<file path="src/design/ep0r_pkg.sv">
// ----------------------------------------------------------------------------
// ep0r_pkg
// Shared types, codes and helper functions of the EP0 request engine.
// ----------------------------------------------------------------------------
package ep0r_pkg;

  // Packet size of endpoint zero and number of endpoints with halt flags
  localparam logic [15:0] EP0_PACKET = 16'd64;
  localparam int unsigned EP_COUNT   = 16;

  // Event opcodes
  localparam logic [2:0] OP_BUS_RESET = 3'd0;
  localparam logic [2:0] OP_SUSPEND   = 3'd1;
  localparam logic [2:0] OP_RESUME    = 3'd2;
  localparam logic [2:0] OP_SETUP     = 3'd3;
  localparam logic [2:0] OP_OUT_DONE  = 3'd4;
  localparam logic [2:0] OP_IN_DONE   = 3'd5;
  localparam logic [2:0] OP_SOF       = 3'd6;

  // Action codes
  localparam logic [3:0] ACT_NONE        = 4'd0;
  localparam logic [3:0] ACT_STALL       = 4'd1;
  localparam logic [3:0] ACT_CLEAR_STALL = 4'd2;
  localparam logic [3:0] ACT_SEND        = 4'd3;
  localparam logic [3:0] ACT_CONT_SEND   = 4'd4;
  localparam logic [3:0] ACT_RECEIVE     = 4'd5;
  localparam logic [3:0] ACT_STATUS_IN   = 4'd6;
  localparam logic [3:0] ACT_STATUS_OUT  = 4'd7;
  localparam logic [3:0] ACT_SET_ADDR    = 4'd8;
  localparam logic [3:0] ACT_CLS_SETUP   = 4'd9;
  localparam logic [3:0] ACT_CLS_INIT    = 4'd10;
  localparam logic [3:0] ACT_CLS_DEINIT  = 4'd11;
  localparam logic [3:0] ACT_CLS_DATA    = 4'd12;
  localparam logic [3:0] ACT_CLS_SOF     = 4'd13;
  localparam logic [3:0] ACT_RX_READY    = 4'd14;
  localparam logic [3:0] ACT_TX_SENT     = 4'd15;

  // Device states
  localparam logic [1:0] ST_DEFAULT    = 2'd0;
  localparam logic [1:0] ST_ADDRESSED  = 2'd1;
  localparam logic [1:0] ST_CONFIGURED = 2'd2;
  localparam logic [1:0] ST_SUSPENDED  = 2'd3;

  // EP0 stages
  localparam logic [2:0] STG_IDLE       = 3'd0;
  localparam logic [2:0] STG_SETUP      = 3'd1;
  localparam logic [2:0] STG_DATA_IN    = 3'd2;
  localparam logic [2:0] STG_DATA_OUT   = 3'd3;
  localparam logic [2:0] STG_STATUS_IN  = 3'd4;
  localparam logic [2:0] STG_STATUS_OUT = 3'd5;

  // Standard request codes
  localparam logic [7:0] REQ_GET_STATUS    = 8'd0;
  localparam logic [7:0] REQ_CLEAR_FEATURE = 8'd1;
  localparam logic [7:0] REQ_SET_FEATURE   = 8'd3;
  localparam logic [7:0] REQ_SET_ADDRESS   = 8'd5;
  localparam logic [7:0] REQ_GET_DESC      = 8'd6;
  localparam logic [7:0] REQ_GET_CONFIG    = 8'd8;
  localparam logic [7:0] REQ_SET_CONFIG    = 8'd9;

  // Configuration register indexes
  localparam logic [2:0] REG_SELF_POWERED = 3'd0;
  localparam logic [2:0] REG_HIGH_SPEED   = 3'd1;
  localparam logic [2:0] REG_IN_USED      = 3'd2;
  localparam logic [2:0] REG_OUT_USED     = 3'd3;
  localparam logic [2:0] REG_MAX_IF       = 3'd4;
  localparam logic [2:0] REG_MAX_CFG      = 3'd5;

  // Event class found by the front part
  typedef enum logic [3:0] {
    CLS_NOP,
    CLS_BUS_RESET,
    CLS_SUSPEND,
    CLS_RESUME,
    CLS_SOF,
    CLS_OUT_DONE,
    CLS_IN_DONE,
    CLS_SETUP_BAD_RECIP,
    CLS_SETUP_RESERVED,
    CLS_SETUP_IFACE,
    CLS_SETUP_CLASS,
    CLS_SETUP_DEVICE,
    CLS_SETUP_EP
  } cls_t;

  // One classified item as it travels through the queue
  typedef struct packed {
    cls_t        cls;
    logic [7:0]  rtype;
    logic [7:0]  code;
    logic [15:0] value;
    logic [15:0] index;
    logic [15:0] length;
    logic [3:0]  epn;
    logic        class_ok;
    logic        desc_present;
    logic [15:0] desc_length;
  } item_t;

  // Configuration registers
  typedef struct packed {
    logic        self_powered;
    logic        high_speed;
    logic [15:0] in_used_mask;
    logic [15:0] out_used_mask;
    logic [7:0]  max_interfaces;
    logic [7:0]  max_configurations;
  } cfg_t;

  // One result word and the list of results of one item
  typedef struct packed {
    logic [3:0]  action;
    logic [7:0]  addr;
    logic [15:0] count;
    logic [15:0] reply;
  } res_word_t;

  typedef struct packed {
    res_word_t [3:0] w;
    logic [2:0]      n;
  } res_list_t;

  // Append a result word to a list, keeping at most four
  function automatic res_list_t push_res(res_list_t l, logic [3:0] a, logic [7:0] ad,
                                         logic [15:0] c, logic [15:0] r);
    res_list_t o;
    o = l;
    if (l.n < 3'd4) begin
      o.w[l.n[1:0]] = '{action: a, addr: ad, count: c, reply: r};
      o.n = l.n + 3'd1;
    end
    return o;
  endfunction

  // Request error: stall IN then OUT of endpoint zero
  function automatic res_list_t stall_pair(res_list_t l);
    res_list_t o;
    o = push_res(l, ACT_STALL, 8'h80, 16'd0, 16'd0);
    o = push_res(o, ACT_STALL, 8'h00, 16'd0, 16'd0);
    return o;
  endfunction

  function automatic logic [15:0] min16(logic [15:0] a, logic [15:0] b);
    return (a < b) ? a : b;
  endfunction

  // Halt flag of an endpoint address: OUT in the low half, IN in the high half
  function automatic logic [31:0] halt_bit(logic [7:0] ep);
    logic [31:0] b;
    b = 32'd0;
    if (ep[3:0] != 4'd0 && 32'(ep[3:0]) < EP_COUNT) begin
      if (ep[7]) b[5'(ep[3:0]) + 5'd16] = 1'b1;
      else       b[5'(ep[3:0])] = 1'b1;
    end
    return b;
  endfunction

endpackage

</file>
<file path="src/design/ep0r_front.sv">
// ----------------------------------------------------------------------------
// ep0r_front
// Accepts event items, classifies them and holds them for the queue.
// ----------------------------------------------------------------------------
module ep0r_front (
  input  logic                clk,
  input  logic                rst_n,
  input  logic                in_valid,
  output logic                in_ready,
  input  logic [2:0]          in_op,
  input  logic [7:0]          in_request_type,
  input  logic [7:0]          in_request_code,
  input  logic [15:0]         in_request_value,
  input  logic [15:0]         in_request_index,
  input  logic [15:0]         in_request_length,
  input  logic [3:0]          in_endpoint_number,
  input  logic                in_class_ok,
  input  logic                in_desc_present,
  input  logic [15:0]         in_desc_length,
  output logic                fr_valid,
  input  logic                fr_ready,
  output ep0r_pkg::item_t     fr_item
);

  logic            vld_r;
  ep0r_pkg::item_t item_r;
  ep0r_pkg::cls_t  cls;

  // Classify the event from opcode and request type
  always_comb begin
    unique case (in_op)
      ep0r_pkg::OP_BUS_RESET: cls = ep0r_pkg::CLS_BUS_RESET;
      ep0r_pkg::OP_SUSPEND:   cls = ep0r_pkg::CLS_SUSPEND;
      ep0r_pkg::OP_RESUME:    cls = ep0r_pkg::CLS_RESUME;
      ep0r_pkg::OP_OUT_DONE:  cls = ep0r_pkg::CLS_OUT_DONE;
      ep0r_pkg::OP_IN_DONE:   cls = ep0r_pkg::CLS_IN_DONE;
      ep0r_pkg::OP_SOF:       cls = ep0r_pkg::CLS_SOF;
      ep0r_pkg::OP_SETUP: begin
        priority if (in_request_type[4:0] > 5'd2) cls = ep0r_pkg::CLS_SETUP_BAD_RECIP;
        else if (in_request_type[6:5] == 2'd3)   cls = ep0r_pkg::CLS_SETUP_RESERVED;
        else if (in_request_type[4:0] == 5'd1)   cls = ep0r_pkg::CLS_SETUP_IFACE;
        else if (in_request_type[6:5] != 2'd0)   cls = ep0r_pkg::CLS_SETUP_CLASS;
        else if (in_request_type[4:0] == 5'd0)   cls = ep0r_pkg::CLS_SETUP_DEVICE;
        else                                     cls = ep0r_pkg::CLS_SETUP_EP;
      end
      default: cls = ep0r_pkg::CLS_NOP;
    endcase
  end

  // Holding register: a new item enters as the old one leaves
  assign in_ready = !vld_r || fr_ready;
  assign fr_valid = vld_r;
  assign fr_item  = item_r;

  always_ff @(posedge clk) begin
    if (!rst_n) begin
      vld_r <= 1'b0;
    end else if (in_ready) begin
      vld_r <= in_valid;
    end
  end

  always_ff @(posedge clk) begin
    if (in_valid && in_ready) begin
      item_r <= '{cls: cls, rtype: in_request_type, code: in_request_code,
                  value: in_request_value, index: in_request_index,
                  length: in_request_length, epn: in_endpoint_number,
                  class_ok: in_class_ok, desc_present: in_desc_present,
                  desc_length: in_desc_length};
    end
  end

endmodule

</file>
<file path="src/design/ep0r_queue.sv">
// ----------------------------------------------------------------------------
// ep0r_queue
// Two-entry queue of classified items between the front and back parts.
// ----------------------------------------------------------------------------
module ep0r_queue (
  input  logic            clk,
  input  logic            rst_n,
  input  logic            wr_valid,
  output logic            wr_ready,
  input  ep0r_pkg::item_t wr_item,
  output logic            rd_valid,
  input  logic            rd_ready,
  output ep0r_pkg::item_t rd_item
);

  ep0r_pkg::item_t mem_r [2];
  logic            wptr_r;
  logic            rptr_r;
  logic [1:0]      cnt_r;
  logic            push;
  logic            pop;

  assign wr_ready = cnt_r != 2'd2;
  assign rd_valid = cnt_r != 2'd0;
  assign rd_item  = mem_r[rptr_r];
  assign push     = wr_valid && wr_ready;
  assign pop      = rd_valid && rd_ready;

  // Pointers and fill count
  always_ff @(posedge clk) begin
    if (!rst_n) begin
      wptr_r <= 1'b0;
      rptr_r <= 1'b0;
      cnt_r  <= 2'd0;
    end else begin
      if (push) wptr_r <= ~wptr_r;
      if (pop)  rptr_r <= ~rptr_r;
      cnt_r <= cnt_r + {1'b0, push} - {1'b0, pop};
    end
  end

  always_ff @(posedge clk) begin
    if (push) mem_r[wptr_r] <= wr_item;
  end

endmodule

</file>
<file path="src/design/ep0r_exec.sv">
// ----------------------------------------------------------------------------
// ep0r_exec
// Carries out one classified item: updates the device and EP0 state and
// delivers its result words one per cycle while out_ready is high.
// ----------------------------------------------------------------------------
module ep0r_exec (
  input  logic               clk,
  input  logic               rst_n,
  input  ep0r_pkg::cfg_t     cfg,
  input  logic               q_valid,
  output logic               q_ready,
  input  ep0r_pkg::item_t    q_item,
  output logic               out_valid,
  input  logic               out_ready,
  output logic [3:0]         out_action,
  output logic [7:0]         out_endpoint_address,
  output logic [15:0]        out_byte_count,
  output logic [15:0]        out_reply_word,
  output logic [1:0]         out_device_state_out,
  output logic               out_last
);

  // Device and endpoint state
  logic [1:0]  dev_r, dev_nxt;
  logic [1:0]  saved_r, saved_nxt;
  logic [2:0]  stage_r, stage_nxt;
  logic [7:0]  cfgval_r, cfgval_nxt;
  logic [6:0]  addr_r, addr_nxt;
  logic        rwake_r, rwake_nxt;
  logic [15:0] exp_r, exp_nxt;
  logic [15:0] inrem_r, inrem_nxt;
  logic [15:0] intot_r, intot_nxt;
  logic [15:0] outrem_r, outrem_nxt;
  logic [31:0] halt_r, halt_nxt;
  logic        test_r, test_nxt;

  // Result buffer
  ep0r_pkg::res_list_t list_r, list_nxt;
  logic [1:0]          idx_r;
  logic                busy_r;
  logic                take;
  logic                done;

  // Work out the result words and the next state of the item at the queue head
  always_comb begin
    ep0r_pkg::res_list_t l;
    ep0r_pkg::item_t     it;
    logic [7:0]          ep;
    logic                ep0;
    logic                susp;
    logic                conf;
    logic [7:0]          dtype;
    logic                dok;
    logic [7:0]          cv;
    logic [15:0]         mask;
    l  = '0;
    it = q_item;
    dev_nxt = dev_r; saved_nxt = saved_r; stage_nxt = stage_r;
    cfgval_nxt = cfgval_r; addr_nxt = addr_r; rwake_nxt = rwake_r;
    exp_nxt = exp_r; inrem_nxt = inrem_r; intot_nxt = intot_r;
    outrem_nxt = outrem_r; halt_nxt = halt_r; test_nxt = test_r;
    ep    = it.index[7:0];
    ep0   = (ep == 8'h00) || (ep == 8'h80);
    susp  = dev_r == ep0r_pkg::ST_SUSPENDED;
    conf  = dev_r == ep0r_pkg::ST_CONFIGURED;
    dtype = it.value[15:8];
    cv    = it.value[7:0];
    mask  = ep[7] ? cfg.in_used_mask : cfg.out_used_mask;
    dok   = 1'b0;

    unique case (it.cls)
      ep0r_pkg::CLS_BUS_RESET: begin
        if (cfgval_r != 8'd0)
          l = ep0r_pkg::push_res(l, ep0r_pkg::ACT_CLS_DEINIT, 8'h00, 16'd0, {8'd0, cfgval_r});
        dev_nxt = ep0r_pkg::ST_DEFAULT; saved_nxt = ep0r_pkg::ST_DEFAULT;
        stage_nxt = ep0r_pkg::STG_IDLE; cfgval_nxt = 8'd0; addr_nxt = 7'd0;
        rwake_nxt = 1'b0; exp_nxt = 16'd0; inrem_nxt = 16'd0; intot_nxt = 16'd0;
        outrem_nxt = 16'd0; halt_nxt = 32'd0; test_nxt = 1'b0;
      end

      ep0r_pkg::CLS_SUSPEND: begin
        if (!susp) saved_nxt = dev_r;
        dev_nxt = ep0r_pkg::ST_SUSPENDED;
      end

      ep0r_pkg::CLS_RESUME: begin
        if (susp) dev_nxt = saved_r;
      end

      ep0r_pkg::CLS_SOF: begin
        if (conf) l = ep0r_pkg::push_res(l, ep0r_pkg::ACT_CLS_SOF, 8'h00, 16'd0, 16'd0);
      end

      ep0r_pkg::CLS_OUT_DONE: begin
        if (it.epn != 4'd0) begin
          if (conf)
            l = ep0r_pkg::push_res(l, ep0r_pkg::ACT_CLS_DATA, {4'd0, it.epn}, 16'd0, 16'd0);
        end else if (stage_r == ep0r_pkg::STG_DATA_OUT) begin
          if (outrem_r > ep0r_pkg::EP0_PACKET) begin
            outrem_nxt = outrem_r - ep0r_pkg::EP0_PACKET;
            l = ep0r_pkg::push_res(l, ep0r_pkg::ACT_RECEIVE, 8'h00,
                                   ep0r_pkg::min16(outrem_nxt, ep0r_pkg::EP0_PACKET), 16'd0);
          end else begin
            if (conf) l = ep0r_pkg::push_res(l, ep0r_pkg::ACT_RX_READY, 8'h00, 16'd0, 16'd0);
            stage_nxt = ep0r_pkg::STG_STATUS_IN;
            l = ep0r_pkg::push_res(l, ep0r_pkg::ACT_STATUS_IN, 8'h80, 16'd0, 16'd0);
          end
        end else if (stage_r == ep0r_pkg::STG_STATUS_OUT) begin
          stage_nxt = ep0r_pkg::STG_IDLE;
          l = ep0r_pkg::push_res(l, ep0r_pkg::ACT_STALL, 8'h00, 16'd0, 16'd0);
        end
      end

      ep0r_pkg::CLS_IN_DONE: begin
        if (it.epn != 4'd0) begin
          if (conf)
            l = ep0r_pkg::push_res(l, ep0r_pkg::ACT_CLS_DATA, {4'h8, it.epn}, 16'd0, 16'd0);
        end else begin
          if (stage_r == ep0r_pkg::STG_DATA_IN) begin
            if (inrem_r > ep0r_pkg::EP0_PACKET) begin
              inrem_nxt = inrem_r - ep0r_pkg::EP0_PACKET;
              l = ep0r_pkg::push_res(l, ep0r_pkg::ACT_CONT_SEND, 8'h80, inrem_nxt, 16'd0);
              l = ep0r_pkg::push_res(l, ep0r_pkg::ACT_RECEIVE, 8'h00, 16'd0, 16'd0);
            end else if ((intot_r % ep0r_pkg::EP0_PACKET) == 16'd0 &&
                         intot_r >= ep0r_pkg::EP0_PACKET && intot_r < exp_r) begin
              // Transfer ended on a packet boundary short of the request
              l = ep0r_pkg::push_res(l, ep0r_pkg::ACT_CONT_SEND, 8'h80, 16'd0, 16'd0);
              exp_nxt = 16'd0;
              l = ep0r_pkg::push_res(l, ep0r_pkg::ACT_RECEIVE, 8'h00, 16'd0, 16'd0);
            end else begin
              if (conf) l = ep0r_pkg::push_res(l, ep0r_pkg::ACT_TX_SENT, 8'h80, 16'd0, 16'd0);
              l = ep0r_pkg::push_res(l, ep0r_pkg::ACT_STALL, 8'h80, 16'd0, 16'd0);
              stage_nxt = ep0r_pkg::STG_STATUS_OUT;
              l = ep0r_pkg::push_res(l, ep0r_pkg::ACT_STATUS_OUT, 8'h00, 16'd0, 16'd0);
            end
          end else if (stage_r == ep0r_pkg::STG_STATUS_IN || stage_r == ep0r_pkg::STG_IDLE) begin
            l = ep0r_pkg::push_res(l, ep0r_pkg::ACT_STALL, 8'h80, 16'd0, 16'd0);
          end
          test_nxt = 1'b0;
        end
      end

      ep0r_pkg::CLS_SETUP_BAD_RECIP, ep0r_pkg::CLS_SETUP_RESERVED,
      ep0r_pkg::CLS_SETUP_IFACE, ep0r_pkg::CLS_SETUP_CLASS,
      ep0r_pkg::CLS_SETUP_DEVICE, ep0r_pkg::CLS_SETUP_EP: begin
        stage_nxt = ep0r_pkg::STG_SETUP;
        exp_nxt   = it.length;
        unique case (it.cls)
          ep0r_pkg::CLS_SETUP_BAD_RECIP: begin
            l = ep0r_pkg::push_res(l, ep0r_pkg::ACT_STALL, {it.rtype[7], 7'd0}, 16'd0, 16'd0);
          end

          ep0r_pkg::CLS_SETUP_RESERVED: l = ep0r_pkg::stall_pair(l);

          ep0r_pkg::CLS_SETUP_IFACE, ep0r_pkg::CLS_SETUP_CLASS: begin
            if (it.cls == ep0r_pkg::CLS_SETUP_IFACE && (susp || ep > cfg.max_interfaces)) begin
              l = ep0r_pkg::stall_pair(l);
            end else begin
              // Hand the request to the class layer
              l = ep0r_pkg::push_res(l, ep0r_pkg::ACT_CLS_SETUP, 8'h00, 16'd0, 16'd0);
              if (it.class_ok && it.length != 16'd0 && !it.rtype[7]) begin
                stage_nxt  = ep0r_pkg::STG_DATA_OUT;
                outrem_nxt = it.length;
                l = ep0r_pkg::push_res(l, ep0r_pkg::ACT_RECEIVE, 8'h00,
                                       ep0r_pkg::min16(it.length, ep0r_pkg::EP0_PACKET), 16'd0);
              end
              if (it.cls == ep0r_pkg::CLS_SETUP_IFACE && it.length == 16'd0 && it.class_ok) begin
                stage_nxt = ep0r_pkg::STG_STATUS_IN;
                l = ep0r_pkg::push_res(l, ep0r_pkg::ACT_STATUS_IN, 8'h80, 16'd0, 16'd0);
              end
            end
          end

          ep0r_pkg::CLS_SETUP_DEVICE: begin
            unique case (it.code)
              ep0r_pkg::REQ_GET_DESC: begin
                unique case (dtype)
                  8'd1, 8'd2: dok = 1'b1;
                  8'd3:       dok = it.value[7:0] <= 8'd5;
                  8'd6, 8'd7: dok = cfg.high_speed;
                  default:    dok = 1'b0;
                endcase
                if (!dok || !it.desc_present || (it.desc_length == 16'd0 && it.length != 16'd0)) begin
                  l = ep0r_pkg::stall_pair(l);
                end else if (it.length == 16'd0) begin
                  stage_nxt = ep0r_pkg::STG_STATUS_IN;
                  l = ep0r_pkg::push_res(l, ep0r_pkg::ACT_STATUS_IN, 8'h80, 16'd0, 16'd0);
                end else begin
                  stage_nxt = ep0r_pkg::STG_DATA_IN;
                  inrem_nxt = ep0r_pkg::min16(it.desc_length, it.length);
                  intot_nxt = inrem_nxt;
                  l = ep0r_pkg::push_res(l, ep0r_pkg::ACT_SEND, 8'h80, inrem_nxt, 16'd0);
                end
              end

              ep0r_pkg::REQ_SET_ADDRESS: begin
                if (conf || it.index != 16'd0 || it.length != 16'd0 || it.value > 16'h007F) begin
                  l = ep0r_pkg::stall_pair(l);
                end else begin
                  addr_nxt = it.value[6:0];
                  l = ep0r_pkg::push_res(l, ep0r_pkg::ACT_SET_ADDR, 8'h00, 16'd0,
                                         {9'd0, it.value[6:0]});
                  stage_nxt = ep0r_pkg::STG_STATUS_IN;
                  l = ep0r_pkg::push_res(l, ep0r_pkg::ACT_STATUS_IN, 8'h80, 16'd0, 16'd0);
                  dev_nxt = (it.value[6:0] != 7'd0) ? ep0r_pkg::ST_ADDRESSED
                                                   : ep0r_pkg::ST_DEFAULT;
                end
              end

              ep0r_pkg::REQ_SET_CONFIG: begin
                if (cv > cfg.max_configurations) begin
                  l = ep0r_pkg::stall_pair(l);
                end else if (dev_r == ep0r_pkg::ST_ADDRESSED) begin
                  if (cv == 8'd0) begin
                    stage_nxt = ep0r_pkg::STG_STATUS_IN;
                    l = ep0r_pkg::push_res(l, ep0r_pkg::ACT_STATUS_IN, 8'h80, 16'd0, 16'd0);
                  end else begin
                    l = ep0r_pkg::push_res(l, ep0r_pkg::ACT_CLS_INIT, 8'h00, 16'd0, {8'd0, cv});
                    if (!it.class_ok) begin
                      l = ep0r_pkg::stall_pair(l);
                    end else begin
                      cfgval_nxt = cv;
                      dev_nxt    = ep0r_pkg::ST_CONFIGURED;
                      stage_nxt  = ep0r_pkg::STG_STATUS_IN;
                      l = ep0r_pkg::push_res(l, ep0r_pkg::ACT_STATUS_IN, 8'h80, 16'd0, 16'd0);
                    end
                  end
                end else if (conf) begin
                  if (cv == 8'd0) begin
                    l = ep0r_pkg::push_res(l, ep0r_pkg::ACT_CLS_DEINIT, 8'h00, 16'd0,
                                           {8'd0, cfgval_r});
                    cfgval_nxt = 8'd0;
                    dev_nxt    = ep0r_pkg::ST_ADDRESSED;
                    stage_nxt  = ep0r_pkg::STG_STATUS_IN;
                    l = ep0r_pkg::push_res(l, ep0r_pkg::ACT_STATUS_IN, 8'h80, 16'd0, 16'd0);
                  end else if (cv != cfgval_r) begin
                    l = ep0r_pkg::push_res(l, ep0r_pkg::ACT_CLS_DEINIT, 8'h00, 16'd0,
                                           {8'd0, cfgval_r});
                    l = ep0r_pkg::push_res(l, ep0r_pkg::ACT_CLS_INIT, 8'h00, 16'd0, {8'd0, cv});
                    if (!it.class_ok) begin
                      cfgval_nxt = 8'd0;
                      dev_nxt    = ep0r_pkg::ST_ADDRESSED;
                      l = ep0r_pkg::stall_pair(l);
                    end else begin
                      cfgval_nxt = cv;
                      stage_nxt  = ep0r_pkg::STG_STATUS_IN;
                      l = ep0r_pkg::push_res(l, ep0r_pkg::ACT_STATUS_IN, 8'h80, 16'd0, 16'd0);
                    end
                  end else begin
                    stage_nxt = ep0r_pkg::STG_STATUS_IN;
                    l = ep0r_pkg::push_res(l, ep0r_pkg::ACT_STATUS_IN, 8'h80, 16'd0, 16'd0);
                  end
                end else begin
                  l = ep0r_pkg::stall_pair(l);
                  l = ep0r_pkg::push_res(l, ep0r_pkg::ACT_CLS_DEINIT, 8'h00, 16'd0, {8'd0, cv});
                end
              end

              ep0r_pkg::REQ_GET_CONFIG: begin
                if (it.length != 16'd1 || susp) begin
                  l = ep0r_pkg::stall_pair(l);
                end else begin
                  stage_nxt = ep0r_pkg::STG_DATA_IN;
                  inrem_nxt = 16'd1;
                  intot_nxt = 16'd1;
                  l = ep0r_pkg::push_res(l, ep0r_pkg::ACT_SEND, 8'h80, 16'd1,
                                         conf ? {8'd0, cfgval_r} : 16'd0);
                end
              end

              ep0r_pkg::REQ_GET_STATUS: begin
                if (it.length != 16'd2 || susp) begin
                  l = ep0r_pkg::stall_pair(l);
                end else begin
                  stage_nxt = ep0r_pkg::STG_DATA_IN;
                  inrem_nxt = 16'd2;
                  intot_nxt = 16'd2;
                  l = ep0r_pkg::push_res(l, ep0r_pkg::ACT_SEND, 8'h80, 16'd2,
                                         {14'd0, rwake_r, cfg.self_powered});
                end
              end

              ep0r_pkg::REQ_SET_FEATURE: begin
                if (it.value == 16'd1 || it.value == 16'd2) begin
                  if (it.value == 16'd1) rwake_nxt = 1'b1;
                  else                   test_nxt  = 1'b1;
                  stage_nxt = ep0r_pkg::STG_STATUS_IN;
                  l = ep0r_pkg::push_res(l, ep0r_pkg::ACT_STATUS_IN, 8'h80, 16'd0, 16'd0);
                end else begin
                  l = ep0r_pkg::stall_pair(l);
                end
              end

              ep0r_pkg::REQ_CLEAR_FEATURE: begin
                if (!susp && it.value == 16'd1) begin
                  rwake_nxt = 1'b0;
                  stage_nxt = ep0r_pkg::STG_STATUS_IN;
                  l = ep0r_pkg::push_res(l, ep0r_pkg::ACT_STATUS_IN, 8'h80, 16'd0, 16'd0);
                end else begin
                  l = ep0r_pkg::stall_pair(l);
                end
              end

              default: l = ep0r_pkg::stall_pair(l);
            endcase
          end

          default: begin
            // Endpoint requests
            if (it.code == ep0r_pkg::REQ_SET_FEATURE || it.code == ep0r_pkg::REQ_CLEAR_FEATURE) begin
              if (dev_r == ep0r_pkg::ST_ADDRESSED) begin
                if (!ep0) begin
                  l = ep0r_pkg::push_res(l, ep0r_pkg::ACT_STALL, ep, 16'd0, 16'd0);
                  l = ep0r_pkg::push_res(l, ep0r_pkg::ACT_STALL, 8'h80, 16'd0, 16'd0);
                end else begin
                  l = ep0r_pkg::stall_pair(l);
                end
              end else if (conf) begin
                if (it.code == ep0r_pkg::REQ_SET_FEATURE) begin
                  if (it.value == 16'd0 && !ep0 && it.length == 16'd0) begin
                    halt_nxt = halt_r | ep0r_pkg::halt_bit(ep);
                    l = ep0r_pkg::push_res(l, ep0r_pkg::ACT_STALL, ep, 16'd0, 16'd0);
                  end
                  stage_nxt = ep0r_pkg::STG_STATUS_IN;
                  l = ep0r_pkg::push_res(l, ep0r_pkg::ACT_STATUS_IN, 8'h80, 16'd0, 16'd0);
                end else if (it.value == 16'd0) begin
                  if (ep[6:0] != 7'd0) begin
                    halt_nxt = halt_r & ~ep0r_pkg::halt_bit(ep);
                    l = ep0r_pkg::push_res(l, ep0r_pkg::ACT_CLEAR_STALL, ep, 16'd0, 16'd0);
                  end
                  stage_nxt = ep0r_pkg::STG_STATUS_IN;
                  l = ep0r_pkg::push_res(l, ep0r_pkg::ACT_STATUS_IN, 8'h80, 16'd0, 16'd0);
                end
              end else begin
                l = ep0r_pkg::stall_pair(l);
              end
            end else if (it.code == ep0r_pkg::REQ_GET_STATUS) begin
              if ((dev_r == ep0r_pkg::ST_ADDRESSED && !ep0) ||
                  (conf && !mask[ep[3:0]]) ||
                  (dev_r != ep0r_pkg::ST_ADDRESSED && !conf)) begin
                l = ep0r_pkg::stall_pair(l);
              end else begin
                stage_nxt = ep0r_pkg::STG_DATA_IN;
                inrem_nxt = 16'd2;
                intot_nxt = 16'd2;
                l = ep0r_pkg::push_res(l, ep0r_pkg::ACT_SEND, 8'h80, 16'd2,
                      {15'd0, conf && !ep0 && ((halt_r & ep0r_pkg::halt_bit(ep)) != 32'd0)});
              end
            end else begin
              l = ep0r_pkg::stall_pair(l);
            end
          end
        endcase
      end

      default: ;
    endcase

    // An event with nothing to do still answers once
    if (l.n == 3'd0) l = ep0r_pkg::push_res(l, ep0r_pkg::ACT_NONE, 8'h00, 16'd0, 16'd0);
    list_nxt = l;
  end

  // Result delivery
  assign out_valid            = busy_r;
  assign out_last             = {1'b0, idx_r} == list_r.n - 3'd1;
  assign out_action           = list_r.w[idx_r].action;
  assign out_endpoint_address = list_r.w[idx_r].addr;
  assign out_byte_count       = list_r.w[idx_r].count;
  assign out_reply_word       = list_r.w[idx_r].reply;
  assign out_device_state_out = dev_r;

  assign done    = out_valid && out_ready && out_last;
  assign q_ready = !busy_r || done;
  assign take    = q_valid && q_ready;

  always_ff @(posedge clk) begin
    if (!rst_n) begin
      busy_r <= 1'b0; idx_r <= 2'd0;
      dev_r <= ep0r_pkg::ST_DEFAULT; saved_r <= ep0r_pkg::ST_DEFAULT;
      stage_r <= ep0r_pkg::STG_IDLE; cfgval_r <= 8'd0; addr_r <= 7'd0;
      rwake_r <= 1'b0; exp_r <= 16'd0; inrem_r <= 16'd0; intot_r <= 16'd0;
      outrem_r <= 16'd0; halt_r <= 32'd0; test_r <= 1'b0;
    end else if (take) begin
      busy_r <= 1'b1; idx_r <= 2'd0;
      dev_r <= dev_nxt; saved_r <= saved_nxt; stage_r <= stage_nxt;
      cfgval_r <= cfgval_nxt; addr_r <= addr_nxt; rwake_r <= rwake_nxt;
      exp_r <= exp_nxt; inrem_r <= inrem_nxt; intot_r <= intot_nxt;
      outrem_r <= outrem_nxt; halt_r <= halt_nxt; test_r <= test_nxt;
    end else if (done) begin
      busy_r <= 1'b0;
    end else if (out_valid && out_ready) begin
      idx_r <= idx_r + 2'd1;
    end
  end

  always_ff @(posedge clk) begin
    if (take) list_r <= list_nxt;
  end

endmodule

</file>
<file path="src/design/usb_device_ep0_request_engine_core.sv">
// ----------------------------------------------------------------------------
// usb_device_ep0_request_engine_core
// Control endpoint zero request engine of a USB device.
// ----------------------------------------------------------------------------
// Usage:
//   Events (bus reset, suspend, resume, setup, OUT done, IN done, SOF) enter
//   on the in_ valid/ready channel, one item per event. Each item yields one
//   to four action words on the out_ channel; out_last marks the final one.
//   The user writes the configuration registers on the cfg_ port only while
//   the block is idle; the block itself does not enforce it.
// Data path:
//   An item is classified in the front register, passes a two-entry queue
//   and is taken into the result register of the back part, which delivers
//   one action word per cycle while out_ready is high; the front keeps
//   taking items meanwhile until the queue is full.
// Reset:
//   Synchronous, active low. State returns to default device, idle EP0 and
//   reset register values; queued items are discarded.
// Stalls:
//   When out_ready is low the current word holds, the queue fills and in_ready
//   then drops until words are taken again.
// ----------------------------------------------------------------------------
module usb_device_ep0_request_engine_core (
  input  logic        clk,
  input  logic        rst_n,
  input  logic        cfg_we,
  input  logic [2:0]  cfg_index,
  input  logic [15:0] cfg_wdata,
  input  logic        in_valid,
  output logic        in_ready,
  input  logic [2:0]  in_op,
  input  logic [7:0]  in_request_type,
  input  logic [7:0]  in_request_code,
  input  logic [15:0] in_request_value,
  input  logic [15:0] in_request_index,
  input  logic [15:0] in_request_length,
  input  logic [3:0]  in_endpoint_number,
  input  logic        in_class_ok,
  input  logic        in_desc_present,
  input  logic [15:0] in_desc_length,
  output logic        out_valid,
  input  logic        out_ready,
  output logic [3:0]  out_action,
  output logic [7:0]  out_endpoint_address,
  output logic [15:0] out_byte_count,
  output logic [15:0] out_reply_word,
  output logic [1:0]  out_device_state_out,
  output logic        out_last
);

  ep0r_pkg::cfg_t  cfg_r;
  logic            fr_valid, fr_ready;
  ep0r_pkg::item_t fr_item;
  logic            q_valid, q_ready;
  ep0r_pkg::item_t q_item;

  // Configuration registers
  always_ff @(posedge clk) begin
    if (!rst_n) begin
      cfg_r <= '{self_powered: 1'b0, high_speed: 1'b0, in_used_mask: 16'd1,
                 out_used_mask: 16'd1, max_interfaces: 8'd1, max_configurations: 8'd1};
    end else if (cfg_we) begin
      unique case (cfg_index)
        ep0r_pkg::REG_SELF_POWERED: cfg_r.self_powered       <= cfg_wdata[0];
        ep0r_pkg::REG_HIGH_SPEED:   cfg_r.high_speed         <= cfg_wdata[0];
        ep0r_pkg::REG_IN_USED:      cfg_r.in_used_mask       <= cfg_wdata;
        ep0r_pkg::REG_OUT_USED:     cfg_r.out_used_mask      <= cfg_wdata;
        ep0r_pkg::REG_MAX_IF:       cfg_r.max_interfaces     <= cfg_wdata[7:0];
        ep0r_pkg::REG_MAX_CFG:      cfg_r.max_configurations <= cfg_wdata[7:0];
        default: ;
      endcase
    end
  end

  ep0r_front u_front (
    .clk, .rst_n, .in_valid, .in_ready, .in_op, .in_request_type, .in_request_code,
    .in_request_value, .in_request_index, .in_request_length, .in_endpoint_number,
    .in_class_ok, .in_desc_present, .in_desc_length,
    .fr_valid, .fr_ready, .fr_item
  );

  ep0r_queue u_queue (
    .clk, .rst_n,
    .wr_valid (fr_valid), .wr_ready (fr_ready), .wr_item (fr_item),
    .rd_valid (q_valid),  .rd_ready (q_ready),  .rd_item (q_item)
  );

  ep0r_exec u_exec (
    .clk, .rst_n, .cfg (cfg_r), .q_valid, .q_ready, .q_item,
    .out_valid, .out_ready, .out_action, .out_endpoint_address, .out_byte_count,
    .out_reply_word, .out_device_state_out, .out_last
  );

`ifndef SYNTHESIS
  // Nothing is delivered in the cycle after reset
  a_idle_after_reset: assert property (@(posedge clk) !rst_n |=> !out_valid)
    else $error("result offered straight after reset");

  // A none action is always the only word of its item
  a_none_alone: assert property (@(posedge clk) disable iff (!rst_n)
    out_valid && out_action == ep0r_pkg::ACT_NONE |-> out_last)
    else $error("none action not marked last");

  // Words of one item follow without a gap
  a_no_gap: assert property (@(posedge clk) disable iff (!rst_n)
    out_valid && out_ready && !out_last |=> out_valid)
    else $error("gap inside an item's result words");

  // All words of one item report the same device state
  a_same_state: assert property (@(posedge clk) disable iff (!rst_n)
    out_valid && out_ready && !out_last |=> $stable(out_device_state_out))
    else $error("device state changed within an item");
`endif

endmodule

</file>
<file path="config.mk">
export PLATFORM = sky130hd
export DESIGN_NAME = usb_device_ep0_request_engine_core
export DESIGN_NICKNAME = d
export VERILOG_FILES = /design/src/design/ep0r_pkg.sv /design/src/design/ep0r_front.sv /design/src/design/ep0r_queue.sv /design/src/design/ep0r_exec.sv /design/src/design/usb_device_ep0_request_engine_core.sv
export SDC_FILE = /design/constraint.sdc
export NUM_CORES = 1
export LEC_CHECK = 0
export ABC_AREA = 1
export BUFFER_PORTS_ARGS = -buffer_cell sky130_fd_sc_hd__buf_2
export CORE_MARGIN = 1.5
export CORE_UTILIZATION = 50
export DETAILED_ROUTE_END_ITERATION = 8
export GPL_TIMING_DRIVEN = 1
export HOLD_SLACK_MARGIN = 0.06
export PLACE_DENSITY = 0.68
export REMOVE_ABC_BUFFERS = 1
export SLEW_MARGIN = 10
export SYNTH_ARGS = -nofsm -noshare
export SYNTH_HDL_FRONTEND = slang
export SYNTH_SLANG_ARGS = --single-unit
</file>
<file path="constraint.sdc">
create_clock -name clk -period 12.55 [get_ports clk]
set_input_delay 2.51 -clock clk [delete_from_list [all_inputs] [get_ports clk]]
set_output_delay 2.51 -clock clk [all_outputs]
set_load 0.01 [all_outputs]
</file>
**Word-level counts from Yosys, hierarchy flattened**

Memories as Yosys holds them, arrays and structs flattened. A register that Yosys moved wholly into a read port is not among the register bits.
Index checks and enable logic that the tools add are counted.

- Magnitude comparators: 120
- Add/subtract/negate cells: 41
- Equality and inequality tests: 101
- Bitwise operators: 106
- Shift-type cells: 0
- Mux-type cells: 468
- Reduce and logical (&&, ||, !) cells: 137
- Multipliers: 0
- Divide/modulo/power cells: 0

Operator list:

| kind | count |
|---|---|
| 2-to-1 mux 179 bit | 129 |
| 2-to-1 mux 47 bit | 107 |
| demux 44 bit (select 2 bit) | 34 |
| inverter 172 bit | 17 |
| AND 43 x 172 -> 172 bit | 15 |
| 2-to-1 mux 44 bit | 38 |
| inverter 164 bit | 9 |
| one-hot mux 179 bit (7 select lines) | 1 |
| inverter 168 bit | 6 |
| AND 164 bit | 6 |
| 2-to-1 mux 32 bit | 30 |
| one-hot mux 179 bit (5 select lines) | 1 |
| one-hot mux 179 bit (4 select lines) | 1 |
| AND 42 x 168 -> 168 bit | 4 |
| bitwise mux 176 bit | 3 |
| AND 41 x 164 -> 164 bit | 3 |
| 2-to-1 mux 16 bit | 24 |
| AND 172 bit | 2 |
| AND 168 bit | 2 |
| one-hot mux 16 bit (3 select lines) | 4 |
| AND 176 bit | 1 |
| inverter 176 bit | 1 |
| less-than comparator 2 x 3 -> 1 bit, second input constant | 35 |
| adder 3 x 1 -> 3 bit, second input constant | 34 |
| 110 further kinds | 466 |

- Memory bits (read-only): 0
- Bits in writable memories: 180
- Flip-flop bits (word level): 439
- Memories: 1
- Bits of input ports: 113
- Bits in latches: 0

Memories:

| memory | depth | width | read ports | clocked after Yosys merged registers in | wr ports | line | source |
|---|---|---|---|---|---|---|---|
| u_queue.mem_r | 2 | 90 | 1 | 1 | 1 | ep0r_queue.sv:16 | `ep0r_pkg::item_t mem_r [2];` |

**Logic depth before layout (Yosys ltp)**

Gate-level depths: netlist of run 1.

- Word-level depth: 63
- Depth in mapped cells: 29

**Modules after synthesis**

From an unflattened synthesis of run 1, not the netlist that was laid out.

- Cell total of the unflattened synthesis: 3028
- Area total of the unflattened synthesis: 26723.1 um^2

By module, submodules not included:

| module | cells an instance | area each (um^2) | times used |
|---|---|---|---|
| ep0r_exec | 2278 | 14546.5 | 1 |
| ep0r_queue | 316 | 7188.1 | 1 |
| ep0r_front | 137 | 2932.8 | 1 |
| usb_device_ep0_request_engine_core | 297 | 2055.7 | 1 |

**Worst setup path after synthesis of run 1**

No wires, ideal clock.

- Path kind: input -> register
- Start: input out_ready
- End: register u_queue.cnt_r[1]
- Stages: 8
- Setup time: 0.070 ns
- Slack: 6.130 ns
- Buffers on the path: 0
- Data required time: 12.480 ns
- Arrival: 6.350 ns
- Cell sequence: nand4_1 -> a21oi_2 -> ha_1 -> inv_1 -> ha_1 -> xor2_1 -> o21ai_0 -> a21oi_1

- Word-level cells in the longest chain between the ends: 5

Ends and longest elaborated chain:

| element | line | source |
|---|---|---|
| from (decl) | usb_device_ep0_request_engine_core.sv:42 | `input logic out_ready,` |
| logical AND 1 bit (2 in series) | ep0r_exec.sv:373 | `assign done = out_valid && out_ready && out_last;` |
| logical OR 1 bit | ep0r_exec.sv:374 | `assign q_ready = !busy_r \|\| done;` |
| logical AND 1 bit | n/a |  |
| named net u_exec.take | ep0r_exec.sv:41 | `logic take;` |
| subtractor 2 x 1 -> 2 bit | ep0r_queue.sv:38 | `cnt_r <= cnt_r + {1'b0, push} - {1'b0, pop};` |
| to (signal assigned) | ep0r_queue.sv:38 |  |
| to (decl) | ep0r_queue.sv:19 | `logic [1:0] cnt_r;` |

The timed path passes the listed nets, and every way through them passes these cells.
A chain may end at the register's enable or synchronous reset.

==> metrics.yaml, run 1 <==
status: "finished clean"
worstHoldPathCells: 0
critPathTopFamily: "simple AND/OR/NAND/NOR gates"
maximum_number_of_pins_on_one_net_before_global_route_repair: 85
postRouteWirelength_mm: 70.12
fillerInstances: 4543
finish.utilization_pct: 56.53
hold_path.class: "reg2reg"
synth.top_cells.by_area: "edfxtp_1, dfxtp_1, nand2_1"
post-cts-setup-buffer-count: 0
core_box_area_um2: 49970
use_met1_pct: 40.21
min-delay-start: "u_front.fr_item[39]"
report.final.setup_viol: 0
die_wd_um: 227.7
synth_top_family_by_area: "simple AND/OR/NAND/NOR gates"
groute.layer.met3.usage_pct: 5.322
drv_cap: 0
grt_first_pass_wirelength_mm: 107.6
synthCells: 2999
power.ir.vdd_worst_mv: 0.1199
rows: 82
ys_seq_elements: 500
total_leakage_power_nw: 11.71
detail_route.vias_per_cell: 5.494
period_needed_ps: 4981
syn_area_um2: 25240
first_global_vias: 19590
io_pins: 162
routed-via-count: 21120
worstSetupPathType: "reg2reg"
busiest_layer: "met2"
cts.hold.buffers_added: 0
clock_tree.buffer_depth: 3
globalplace.congestion: 0.9414
layout.cells.non_filler: 3845
max_freq_mhz: 200.8
clock_insertion_delay_worst_skew_ps: 610
combined_buffer_and_inverter_count_along_the_critical_path: 4
htreeDepth: 2
reg2reg_setup_slack_ps: 7570
final_hold_fails: 0
crit_top_cell: "nand2_1"
synth_simple_gate_area_share_pct: 22.60
final_sum_of_negative_setup_slack_ps: 0
synth_cell_types: 61
clock_buffer_count_from_cts: 54
synthArstFlopShare_pct: 0
clkSlewWorstSetupHoldPaths_ps: 60
overflow: 0
worstPathRequired_ps: 12880
worst_clock_skew_ps: 26.20
worst_setup_end_kind: "flop"
slowest_delay_ps: 660
met2_usage_pct: 40.73
numPortBuffers: 153
critical-path-slowest-cell: "buf_4"
path_max_fanout: 79
route.detailed.wl_per_inst_um: 18.24
yosys-mux-area-fraction_pct: 0.03965
drtAntennaViolNets: 0
worst_slew_pin_slew_ps: 1136
timing.critical_path.cells: "buf_4, nand2_1, nand2_1, buf_4, nand2_1, o211ai_1, o21ai_0, o21ai_0, nand3_1, nand3_1, nand2_1, nand2_1, nand2_1, nand2_1, nand2_1, inv_1, ha_1, o21ai_4, o21ai_2, inv_2, nand2_1, nor2_1"
timing.max_slew.rel_slack_pct: 24.25
synth_warnings: 0
grt_antenna_before_repair: 0
detailedRoute.firstPassIterationCount: 6
grt.total_usage_pct: 27.04
synthesized_area_fraction_occupied_by_ao_oa_aoi_and_oai_cells_pct: 12.83
worst_setup_path_start_kind: "flop"
yosys_most_used_dff: "edfxtp_1"
cts_root_buf: "clkbuf_16"
share_of_the_clock_period_used_by_the_worst_path_pct: 39.69
cts_tree: "done"
post_synth_edffs: 331
drive_above_1_share_pct: 11.03
drcViolationCount: 0
r2r_cells: 22
die_area_um2: 51850
synthDominantCellAreaShare_pct: 39.37
synth_to_layout_area_growth_pct: 11.88
starting_density_of_the_core_pct: 50.52
placedCellCount: 3744
end_of_the_worst_hold_path: "u_queue.mem_r[0][39]"
synth_seq_area_share_pct: 52.78
reg2reg_to: "u_exec.list_r[68]"
synthDominantAreaCellType: "edfxtp_1"
detail_route.iter0.violations: 2170
finalWorstSetupSlack_ps: 7569
final_net_count: 3305
detailedPlace.worstSlack_ps: 7634
grt_setup_unrepaired: "no"
post_synth.cell_area_avg_um2: 8.418
worst-endpoint-arrival_ps: 5310
cts.sinks: 500
final_max_slew_viol_count: 0
detail_placement_hpwl_mm: 51.54
power_per_cell_area_nw_per_um2: 224.4
synthXorXnorAreaFrac_pct: 0.6939
synth_fa_ha_area_share_pct: 3.172
antenna_cells: 0
die_height_um: 227.7
post_cts_resize_count: 0
==> area by class of cell <==
class	instances	area [um^2]	share of cell area [%]
Sequential cell	500	13330	47.18
Tap cell	672	840.8	2.977
Clock buffer	71	1509	5.343
Inverter	366	1381	4.891
Multi-Input combinational cell	2035	10020	35.48
Clock inverter	30	262.8	0.9303
Timing Repair Buffer	171	900.9	3.190
==> power breakdown <==
part	leakage (nW)	internal (mW)	total, mW	switching, mW
logic	6.34	0.674	2.52	1.84
registers	4.50	2.11	2.26	0.149
clock network	0.867	0.913	1.56	0.651
==> cell usage after synthesis (all sizes together) (13+ instances only) <==
library cell	number
nand2	735
nor2	380
inv	362
edfxtp	331
o21ai	225
a21oi	212
dfxtp	169
nand3	169
buf	67
ha	64
clkbuf	47
a211oi	35
nor3	35
o211ai	30
nand4	22
xor2	14
a31oi	13
o31ai	13
==> cell usage in the layout (no fill, tap or decap), types with 7 or more instances in the layout <==
| master | instances |
|---|---|
| o211ai_1 | 30 |
| nor2_2 | 12 |
| ha_1 | 64 |
| nand3_1 | 163 |
| a211oi_2 | 15 |
| o22ai_1 | 9 |
| conb_1 | 17 |
| nor3_1 | 33 |
| o31ai_1 | 13 |
| a211oi_1 | 20 |
| a21oi_1 | 209 |
| edfxtp_1 | 331 |
| buf_4 | 18 |
| clkinv_2 | 11 |
| clkinv_1 | 12 |
| inv_1 | 336 |
| xor2_1 | 14 |
| nand3b_1 | 7 |
| buf_2 | 153 |
| nand2_2 | 15 |
| nand2_1 | 719 |
| nor2_1 | 363 |
| clkbuf_1 | 11 |
| nor4_1 | 10 |
| inv_2 | 22 |
| nand4_1 | 21 |
| o21ai_1 | 14 |
| a31oi_1 | 13 |
| dfxtp_1 | 168 |
| clkbuf_16 | 57 |
| o21ai_0 | 207 |
==> metrics by stage <==
step                      total power [mW]  hold WS (ps)  area (um^2)
after CTS                            6.322         441.3        28240
after global routing                 6.735         448.9        28240
after detailed placement             4.745         429.8        26470
final                                6.338         441.8        28240
after floorplan                      3.916         421.5        24700
after global placement               4.697         426.5        26470
==> sequential cells by signal, indices dropped and copies added (netlist names), 2 cells and up, named ones only <==
| name | flops |
|---|---|
| u_queue.cnt_r | 2 |
| u_exec.halt_r | 30 |
| u_exec.exp_r | 16 |
| u_exec.out_device_state_out | 2 |
| u_exec.stage_r | 3 |
| u_exec.saved_r | 2 |
| u_exec.cfgval_r | 8 |
| u_front.fr_item | 83 |
| u_exec.list_r | 82 |
| u_queue.mem_r | 166 |
| u_exec.intot_r | 16 |
| cfg_r | 50 |
| u_exec.outrem_r | 16 |
| u_exec.idx_r | 2 |
| u_exec.inrem_r | 16 |
==> per-layer routing <==
metal  share of wire, %  wire length, um  up-vias
met3                9.1             6390      100
met5                  0                0        -
met1                 46            32220     9903
met2                 43            30190      878
li1                   -                -    10240
met4                1.9             1316        0
==> cells by family after synthesis <==
family | count (synthesis)
xor gates and xnor gates | 20
DFF | 500
buffers and inverters | 480
and+or+nand+nor | 1369
muxes | 1
AOI/OAI and AO/OA | 564
other | 1
adders and majority gates | 64
==> worst max path at each step <==
stage | start | to | slack, ps | depth (start not counted)
after detailed placement | flop | u_exec.list_r[66] | 7630 | 20
after global routing | flop | u_exec.list_r[21] | 7100 | 13
after floorplan | out_ready | u_exec.inrem_r[10] | 6010 | 9
after global placement | flop | u_exec.list_r[63] | 7660 | 20
after CTS | flop | u_exec.list_r[66] | 7610 | 20
final | flop | u_exec.list_r[68] | 7570 | 22
Power figures use the tool's default switching activity.
==> inputs of run 2 (changes only) <==
- ABC_AREA: 1 -> 0
- clock period: 12.55 -> 5 ns (I/O delays scaled with it)
==> metrics.yaml, run 2 <==
timing.critical_path.cells: "mux2i_2, inv_1, ha_1, nand4_1, o21ai_0, nand2_1, a2111oi_1, or4_1, nand4_1, inv_1, ha_1, inv_1, a41oi_1, buf_4, a21oi_1, nand3_1, nor2_1"
multi_input_comb_area_um2: 10240
postRouteWirelength_mm: 69.41
clock_buffer_count_from_cts: 52
yosys.cell_count.top_type: "edfxtp_1"
p_sw_mw: 4.100
detail_route.iter0.violations: 1924
worst-endpoint-arrival_ps: 4970
hold_path.class: "reg2reg"
synth.top_cells.by_area: "edfxtp_1, dfxtp_1, mux2i_1"
clock_insertion_delay_worst_skew_ps: 610
synthDominantCellAreaShare_pct: 40.88
grt_first_pass_wirelength_mm: 105.1
drive_above_1_share_pct: 16.61
maximum_number_of_pins_on_one_net_before_global_route_repair: 71
post_synth.cell_area_avg_um2: 10.63
power.share.switching_pct: 32.49
status: "finished clean"
grt_setup_unrepaired: "no"
critical-path-slowest-cell: "dfxtp_4"
worstPathRequired_ps: 5320
clock_tree.buffer_depth: 3
most-common-layout-cells: "edfxtp_1, nand2_1, nor2_1"
seqCellArea_um2: 13330
power_report.internal_total_mw: 8.521
synth.cells.most_frequent: "edfxtp_1, nand2_1, nor2_1, a21oi_1, dfxtp_1"
grt_antenna_before_repair: 2
routed-via-count: 19000
crit_top_cell: "inv_1"
drv_cap: 0
most_common_library_cell_in_the_layout_ignoring_fill_and_taps: "edfxtp_1"
final_max_slew_viol_count: 0
total_leakage_power_nw: 9.977
final_sum_of_negative_setup_slack_ps: 0
post_synth_edffs: 331
die_wd_um: 223.5
max_freq_mhz: 215.0
seq_power_share_pct: 41.6
comb_power_share_pct: 27.2
cts.sinks: 500
synth_cell_types: 102
worst_slew_pin_slew_ps: 1194
drtAntennaViolNets: 0
synthDominantAreaCellType: "edfxtp_1"
synth_warnings: 0
cts_root_buf: "clkbuf_16"
first_global_vias: 18000
overflow: 0
syn_area_um2: 24320
power_per_cell_area_nw_per_um2: 451.0
share_of_the_clock_period_used_by_the_worst_path_pct: 93.02
globalplace.congestion: 0.9687
htreeDepth: 2
detail_placement_hpwl_mm: 50.62
synthArstFlopShare_pct: 0
ys_seq_elements: 500
die_area_um2: 49960
layout.cells.non_filler: 3151
synth_to_layout_area_growth_pct: 15.10
die_height_um: 223.5
detailedRoute.firstPassIterationCount: 6
report.final.setup_viol: 0
clkSlewWorstSetupHoldPaths_ps: 60
largest_register_ff_count: 166
detail_route.vias_per_cell: 6.030
largest_register: "u_queue.mem_r"
combined_buffer_and_inverter_count_along_the_critical_path: 4
synth_seq_area_share_pct: 54.79
final_net_count: 2671
slowest_delay_ps: 580
period_needed_ps: 4651
rows: 80
final_hold_fails: 0
grt.total_usage_pct: 27.40
worst_clock_skew_ps: 35.25
power.ir.vdd_worst_mv: 0.3343
yosys_most_used_dff: "edfxtp_1"
numPortBuffers: 153
worst_setup_end_kind: "flop"
cts.hold.buffers_added: 0
timing.max_slew.rel_slack_pct: 20.08
starting_density_of_the_core_pct: 50.82
core_box_area_um2: 47850
path_max_fanout: 20
placedCellCount: 3054
critPathTopFamily: "compound AO/OA/AOI/OAI gates"
worstSetupPathType: "reg2reg"
fillerInstances: 4034
worst_setup_path_start_kind: "flop"
drcViolationCount: 0
final.hold.worst_slack_ps: 440.8
synthCells: 2288
io_pins: 162
cts_tree: "done"
pwr-share-clk_pct: 31.2
route.detailed.wl_per_inst_um: 22.03
run 2: cell count changes after synthesis, moves of 25 or more:
| cell | before | now |
|---|---|---|
| mux2i_1 | 1 | 114 |
| nand3_1 | 164 | 61 |
| o21ai_0 | 207 | 92 |
| nand2_1 | 719 | 223 |
| nor2_1 | 365 | 222 |
| clkbuf_1 | 47 | 74 |
| or3_1 | 1 | 26 |
| mux2_2 | 0 | 25 |
| nand2b_1 | 0 | 31 |
| and2_1 | 0 | 25 |
| nor3_1 | 33 | 69 |
| inv_1 | 338 | 74 |
run 2: metrics by stage:
stage / instance area, um^2 / util (%) / worst slack [ps] / power (mW)
floorplan: 23790 / - / -2691 / 7.341
global placement: 26210 / 54.79 / 290.0 / 8.615
detailed placement: 26210 / 54.79 / 127.3 / 8.682
CTS: 27960 / 58.44 / 114.6 / 12.61
global route: 27980 / 58.49 / 5.158 / 13.14
finish: 27990 / 58.49 / 348.8 / 12.62
run 2: area by class of cell:
cell class                      count  share of cell area [%]
Antenna cell                        2                 0.01788
Clock buffer                       66                   5.249
Clock inverter                     28                   1.001
Inverter                           76                   1.024
Multi-Input combinational cell   1605                   36.60
Sequential cell                   500                   47.62
Tap cell                          615                   2.749
Timing Repair Buffer              259                   5.740
run 2: cells by family (layout without fill, tap and decap cells):
kind of cell	Yosys count	in the layout	share of synthesized area (%)
flip-flops	500	500	54.79
multiplexers	149	149	6.489
AND/OR/NAND/NOR	785	785	15.50
buffers and inverters	199	429	3.602
adder cells (fa/ha/maj)	64	64	3.293
XOR/XNOR	32	32	1.153
other	1	19	0.01542
AO/OA/AOI/OAI	558	558	15.15
run 2: worst paths after layout:
path	slack (ps)	endpoint	cells after the start	start
setup / recovery	350	u_exec.list_r[95]	17	flop
hold / removal	440	u_queue.mem_r[0][76]	0	u_front.fr_item[76]
setup reg to reg	350	u_exec.list_r[95]	17	flop
hold reg to reg	440	u_queue.mem_r[0][76]	0	u_front.fr_item[76]
run 2: what timing repair did:
item / in CTS / in global routing
setup buffers: 0 / 1
resized for setup: 0 / 2
setup endpoints to repair: 0 / 65
run 2: per-layer routing:
metal | vias up | part of all wire (%) | global-route usage (%)
met5 | - | 0 | 0
met4 | 0 | 2.7 | 8.195
met3 | 108 | 8.5 | 5.136
met2 | 810 | 44 | 41.95
met1 | 9180 | 45 | 39.59
li1 | 8904 | - | -
run 2: power groups by stage:
| stage | registers [mW] | clock network, mW | logic, mW |
|---|---|---|---|
| 5_1_grt | 5.29 | 4.16 | 3.69 |
| 3_5_place_dp | 5.34 | 0 | 3.34 |
| 4_1_cts | 5.25 | 4.00 | 3.36 |
| 2_1_floorplan | 5.35 | 0 | 1.99 |
| 6_report | 5.25 | 3.94 | 3.43 |
| 3_3_place_gp | 5.32 | 0 | 3.30 |
==> inputs of run 3 (changes only) <==
- PLACE_DENSITY: 0.68 -> not set
- PLACE_DENSITY_LB_ADDON: not set -> 0.1
==> metrics.yaml, run 3 (synthesis gave the netlist of run 2 again) <==
detail_route.iter0.violations: 1730
cts_root_buf: "clkbuf_16"
worst_slew_pin_slew_ps: 1100
clock_buffer_count_from_cts: 53
final_net_count: 2661
most_common_library_cell_in_the_layout_ignoring_fill_and_taps: "edfxtp_1"
cts.sinks: 500
most-common-layout-cells: "edfxtp_1, nand2_1, nor2_1"
report.final.setup_viol: 0
drcViolationCount: 0
final_design_area_no_fill_um2: 28000
core_box_area_um2: 47850
starting_density_of_the_core_pct: 50.82
r2r_cells: 16
detailedRoute.firstPassIterationCount: 8
share_of_the_clock_period_used_by_the_worst_path_pct: 95.02
routed-via-count: 18720
worstSetupPathType: "reg2reg"
timing.max_slew.rel_slack_pct: 26.67
hold_path.class: "reg2reg"
end_of_the_worst_hold_path: "u_queue.mem_r[0][9]"
io_pins: 162
rows: 80
numPortBuffers: 153
largest_register_ff_count: 166
grt_setup_unrepaired: "no"
worst_setup_end_kind: "flop"
final.hold.worst_slack_ps: 442.7
min-delay-start: "u_front.fr_item[9]"
overflow: 0
grt_first_pass_wirelength_mm: 105.5
status: "finished clean"
grt.total_usage_pct: 27.33
worst_setup_path_start_kind: "flop"
first_global_vias: 18050
route.detailed.wl_per_inst_um: 21.69
drive_above_1_share_pct: 16.25
final_sum_of_negative_setup_slack_ps: 0
final_max_slew_viol_count: 0
drv_cap: 0
synth_to_layout_area_growth_pct: 15.15
dpl-instance-area_um2: 26150
period_needed_ps: 4751
fin_total_pwr_mw: 12.70
reg2reg_to: "u_exec.list_r[5]"
drtAntennaViolNets: 0
clock_tree.buffer_depth: 3
power_per_cell_area_nw_per_um2: 453.8
worstHoldPathCells: 0
maximum_number_of_pins_on_one_net_before_global_route_repair: 86
htreeDepth: 2
die_wd_um: 223.5
power.ir.vdd_worst_mv: 0.2898
detail_route.vias_per_cell: 5.953
detail_placement_hpwl_mm: 50.12
globalplace.congestion: 0.9787
total_leakage_power_nw: 9.964
cts.hold.buffers_added: 0
final_hold_fails: 0
die_area_um2: 49960
post-cts-setup-buffer-count: 0
worst_clock_skew_ps: 20.28
reg2reg_setup_slack_ps: 250
postRouteWirelength_mm: 68.23
cts_tree: "done"
max_freq_mhz: 210.5
path_max_fanout: 58
finish.utilization_pct: 58.52
worstPathRequired_ps: 5420
die_height_um: 223.5
clock_insertion_delay_worst_skew_ps: 590
grt_antenna_before_repair: 1
worst-endpoint-arrival_ps: 5170
clkSlewWorstSetupHoldPaths_ps: 60
largest_register: "u_queue.mem_r"
## run 3: changes by cell type in the layout (fill, tap and decap cells not counted), moves of 3 or more
cell / delta
clkinv_2: -3
clkinv_1: -3
bufinv_16: +3
buf_4: -12
clkbuf_1: +8
## run 3: worst max-delay path by stage
stage               cells after the start  start                 to  slack, ps
CTS                                    19   flop   u_exec.list_r[5]        320
finish                                 16   flop   u_exec.list_r[5]        250
global route                           16   flop   u_exec.list_r[5]          4
global placement                       16   flop  u_exec.list_r[92]        500
detailed placement                     16   flop   u_exec.list_r[5]        350
floorplan                              10   flop  u_exec.list_r[42]      -2690
## run 3: stage by stage
stage	std cells	worst slack, ps
floorplan	2181	-2691
global placement	3044	501.3
detailed placement	3044	354.2
CTS	3144	323.3
global route	3145	3.876
finish	3145	249.2
## run 3: routing by layer
metal / track usage (%) / wire length, um / part of all wire, %
met3: 3.306 / 4157 / 6.1
met5: 0 / 0 / 0
met1: 41.33 / 32950 / 48
met2: 40.79 / 29280 / 43
met4: 8.849 / 1840 / 2.7
## run 3: layout make-up
| class | instances | area, um^2 |
|---|---|---|
| repair buffers | 248 | 1541 |
| fillers | 4114 | 19850 |
| flip-flops and latches | 500 | 13330 |
| multi-input cells | 1605 | 10230 |
| diodes | 1 | 2.502 |
| clock buffers | 76 | 1509 |
| inverters | 76 | 286.5 |
| well taps | 615 | 769.5 |
| clock inverters | 24 | 331.6 |
## run 3: worst max-delay path, stage by stage, from the launching register on
cell and delay [ps]:
dfxtp_4 560, buf_12 340, mux2i_1 760, o21ai_0 240
a32o_1 330, nand2_1 180, a2111oi_0 90, or4_1 510
nand4_1 160, inv_1 80, ha_1 200, inv_1 50
a41oi_1 50, buf_4 170, nor2_1 320, o211ai_1 290
o2bb2ai_1 230
## run 3: what timing repair did
action / CTS / global route
endpoints found under the setup margin: 0 / 1
gates resized for setup: 0 / 1
hold endpoints to repair: 0 / 0
## run 3: report_power, final
part / leakage, nW / switching [mW] / internal [mW]
registers: 4.50 / 0.240 / 5.00
logic: 4.58 / 2.22 / 1.16
clock network: 0.892 / 1.58 / 2.51
